[src/sv/sparse_row_assembly_table_core_defines.svh]
// Assertion macros shared by the sparse row table RTL.
// Each macro samples on clk and is disabled while arst_n is low.
`ifndef SPARSE_ROW_ASSEMBLY_TABLE_CORE_DEFINES_SVH
`define SPARSE_ROW_ASSEMBLY_TABLE_CORE_DEFINES_SVH

// Same-cycle implication.
`define SRAT_ASSERT_IMP(lbl, ante, cons) \
	lbl: assert property (@(posedge clk) disable iff (!arst_n) (ante) |-> (cons)) \
		else $error("sparse row table check failed");

// Next-cycle implication.
`define SRAT_ASSERT_NXT(lbl, ante, cons) \
	lbl: assert property (@(posedge clk) disable iff (!arst_n) (ante) |=> (cons)) \
		else $error("sparse row table check failed");

`endif

[src/sv/srat_ram.sv]
module srat_ram #(
	parameter int ADDR_W = 4,
	parameter int DATA_W = 8
) (
	input  logic              clk,
	input  logic              we,
	input  logic [ADDR_W-1:0] waddr,
	input  logic [DATA_W-1:0] wdata,
	input  logic [ADDR_W-1:0] raddr,
	output logic [DATA_W-1:0] rdata
);

	logic [DATA_W-1:0] mem_q [2**ADDR_W];

	always_ff @(posedge clk) begin
		if (we) begin
			mem_q[waddr] <= wdata;
		end
		rdata <= mem_q[raddr];
	end

endmodule

[config.mk]
export PLATFORM = sky130hd
export DESIGN_NAME = srat_ram
export DESIGN_NICKNAME = d
export VERILOG_FILES = /design/src/sv/sparse_row_assembly_table_core_defines.svh /design/src/sv/srat_ram.sv
export SDC_FILE = /design/constraint.sdc
export NUM_CORES = 1
export LEC_CHECK = 0
export ABC_AREA = 1
export BUFFER_PORTS_ARGS = -buffer_cell sky130_fd_sc_hd__buf_4
export CAP_MARGIN = 40
export CORE_MARGIN = 1
export CORE_UTILIZATION = 57
export CTS_CLUSTER_SIZE = 12
export DETAILED_ROUTE_END_ITERATION = 7
export PLACE_DENSITY = 0.75
export SLEW_MARGIN = 20
export SYNTH_ARGS = -nofsm -noshare
export SYNTH_HDL_FRONTEND = slang
export SYNTH_SLANG_ARGS = --single-unit
[constraint.sdc]
create_clock -name clk -period 2.56 [get_ports clk]
set_input_delay 0.128 -clock clk [delete_from_list [all_inputs] [get_ports clk]]
set_output_delay 0.128 -clock clk [all_outputs]
set_load 0.005 [all_outputs]
==> reports/metrics.yaml <==
cts:
  clk_pin_slew_ns: 0.06
  root_buffer: "clkbuf_8"
  ctsHoldBuffers: 9
  htreeDepth: 4
  cts_tree: "done"
  cts_setup_buffers: 0
  clkLatencyLatePin_ns: 0.52
  clock-sinks: 136
  cts_buffer_depth: 2
  post_cts_resized: 0
  numCtsBuffers: 17
timing:
  finalHoldViolations: 0
  worst_pin_slew_ns: 0.815
  setup_viol: 0
  totalNegativeSetupSlack_ns: 0
  rsz0062_at_grt: "no"
  fin_crit_sh_pct: 45.7
  timing.fmax_mhz: 855
  finalClockSkew_ns: 0.00591
  relSlewSlack_pct: 45.5
  fin_crit_ns: 1.17
  slew_violations: 0
route:
  first_pass_iters: 5
  routed_via_density: 5.25
  drt-total-wl_mm: 12.3
  drc: 0
  dr_wl_met3_mm: 1.08
  top_layer: "met4"
  wl_met1_mm: 4.91
  wl_met2_mm: 5.83
  wire_per_inst_microns: 16.9
  drt_iter0_drc: 404
  vias: 3822
  ant_nets: 0
critical_path:
  crit_path_max_incr_delay_ns: 0.39
  path_class: "reg2out"
  crit_chain: "buf_4"
  worst_setup_path_end_kind: "output pin"
  crit_required_ns: 2.43
  critPathArrivalTime_ns: 1.04
  slowest_stage: "dfxtp_1"
  cp.buffers_inverters: 1
  critPathTopFamily: "flip-flops"
  start_kind: "flip-flop"
  cp_max_fo: 1
yosys:
  synthesis.nets: 569
  ys_seq_area_share_pct: 69.4
  synth-compound-area-share_pct: 0
  yosysTopAreaCell: "edfxtp_1"
  synthAdderAreaFrac_pct: 0
  synth_top_area_share_pct: 66.7
  synth-warning-count: 0
  syn-cell-area_sq_mm: 0.00577
  synth_top_family_by_area: "simple AND/OR/NAND/NOR gates"
  ys_ff_latch: 136
  yosys.area_share.simple_pct: 21.0
  synthCells: 551
  synth_cell_types: 12
  synthXorXnorAreaFrac_pct: 0
  avgSynthCellArea_sq_um: 10.5
  synth.area.top_cells: "edfxtp_1 67%, nand2_1 11%, nand3_1 8.4%, inv_1 6.5%, dfxtp_1 2.8%"
  synth_mux_area_share_pct: 0
die:
  core_sq_mm: 0.00977
  dieArea_sq_mm: 0.0105
  die_w_microns: 103
  fp.dieH_microns: 103
  io_pins: 26
  initial_core_util_pct: 59.0
  num_rows: 36
final_layout:
  layout_commonest_cell: "nand2_1"
  insertedDiodeCount: 0
  final_nets: 600
  final_cell_mix: "173 x nand2_1, 128 x edfxtp_1, 100 x inv_1, 97 x nand3_1, 26 x buf_4"
  drive_above_1_share_pct: 10.3
  areaGrowthSynthToFinish_pct: 15.1
place:
  place_congestion: 0.820
  hpwlAfterDp_mm: 7.11
  numPortBuffers: 25
power:
  peakVddDrop_uv: 401
  p_per_area_mw_per_mm2: 772
  p_leak_nw: 2.85
  power_mw: 5.12
run_status:
  run_status: "finished clean"
global_route:
  grt_pass1_vias: 3661
  grt_usage_pct: 26.1
  grt_max_degree: 65
  overflow: 0
  antenna_found_initial: 0
  grt_pass1_wl_mm: 19.3
run:
  drv_cap: 0
worst_hold_path:
  hold_path_class: "in2reg"
state kept, by name, indices dropped and copies added, names as in the netlist:
register	cells
mem_q	128
rdata	8
final timing paths:
path	startpoint	to	slack, ns	cells past startpoint
setup / recovery	rdata[0]	rdata[0]	1.39	1
hold / removal	raddr[2]	rdata[1]	0.05	4
setup reg to reg	mem_q[5][3]	rdata[3]	1.46	6
hold reg to reg	mem_q[13][1]	rdata[1]	0.66	6
synthesized netlist by cell type, drive strengths merged:
cell	instances
dfxtp	8
buf	24
nand3	97
nor2	17
nand3b	2
nand2	173
edfxtp	128
inv	102
tightest hold or removal path, stage by stage:
cell and delay, ns:
buf_4 0.19, nand3_1 0.11, nand3_1 0.06, nand2_1 0.05
where the power goes:
group          switching, mW  leakage, nW  total, mW  internal (mW)
logic                  0.210         1.36      0.314          0.104
clock network          0.921        0.259       2.30           1.38
registers             0.0164         1.22       2.51           2.49
metrics by stage:
step                      utilization [%]  area, sq um  setup slack, ns  hold WS (ns)  std cells
after floorplan                         -         5770             1.48         0.227        551
after global placement               61.2         5980             1.04         0.456        687
after detailed placement             61.2         5980            0.971         0.462        687
after CTS                            67.9         6640             1.36        0.0322        728
after global routing                 67.9         6640             1.35        0.0558        728
final                                67.9         6640             1.39        0.0486        728
per-layer routing:
layer | vias to the layer above | GRT usage, %
met1 | 1769 | 35.3
met4 | 0 | 13.8
met5 | - | 0
li1 | 1836 | -
met2 | 181 | 39.2
met3 | 36 | 6.64
layout make-up:
| type | count | area, sq um |
|---|---|---|
| Sequential cell | 136 | 4000 |
| Fill cell | 712 | 3130 |
| Multi-Input combinational cell | 289 | 1210 |
| Clock buffer | 17 | 414 |
| Inverter | 102 | 383 |
| Timing Repair Buffer | 36 | 305 |
| Tap cell | 133 | 166 |
| Clock inverter | 15 | 154 |
cell families (layout without fill, tap and decap cells):
| kind of cell | after synthesis | in the layout |
|---|---|---|
| DFF | 136 | 136 |
| and+or+nand+nor | 289 | 289 |
| buffers and inverters | 126 | 170 |
(Power assumes the default switching activity.)
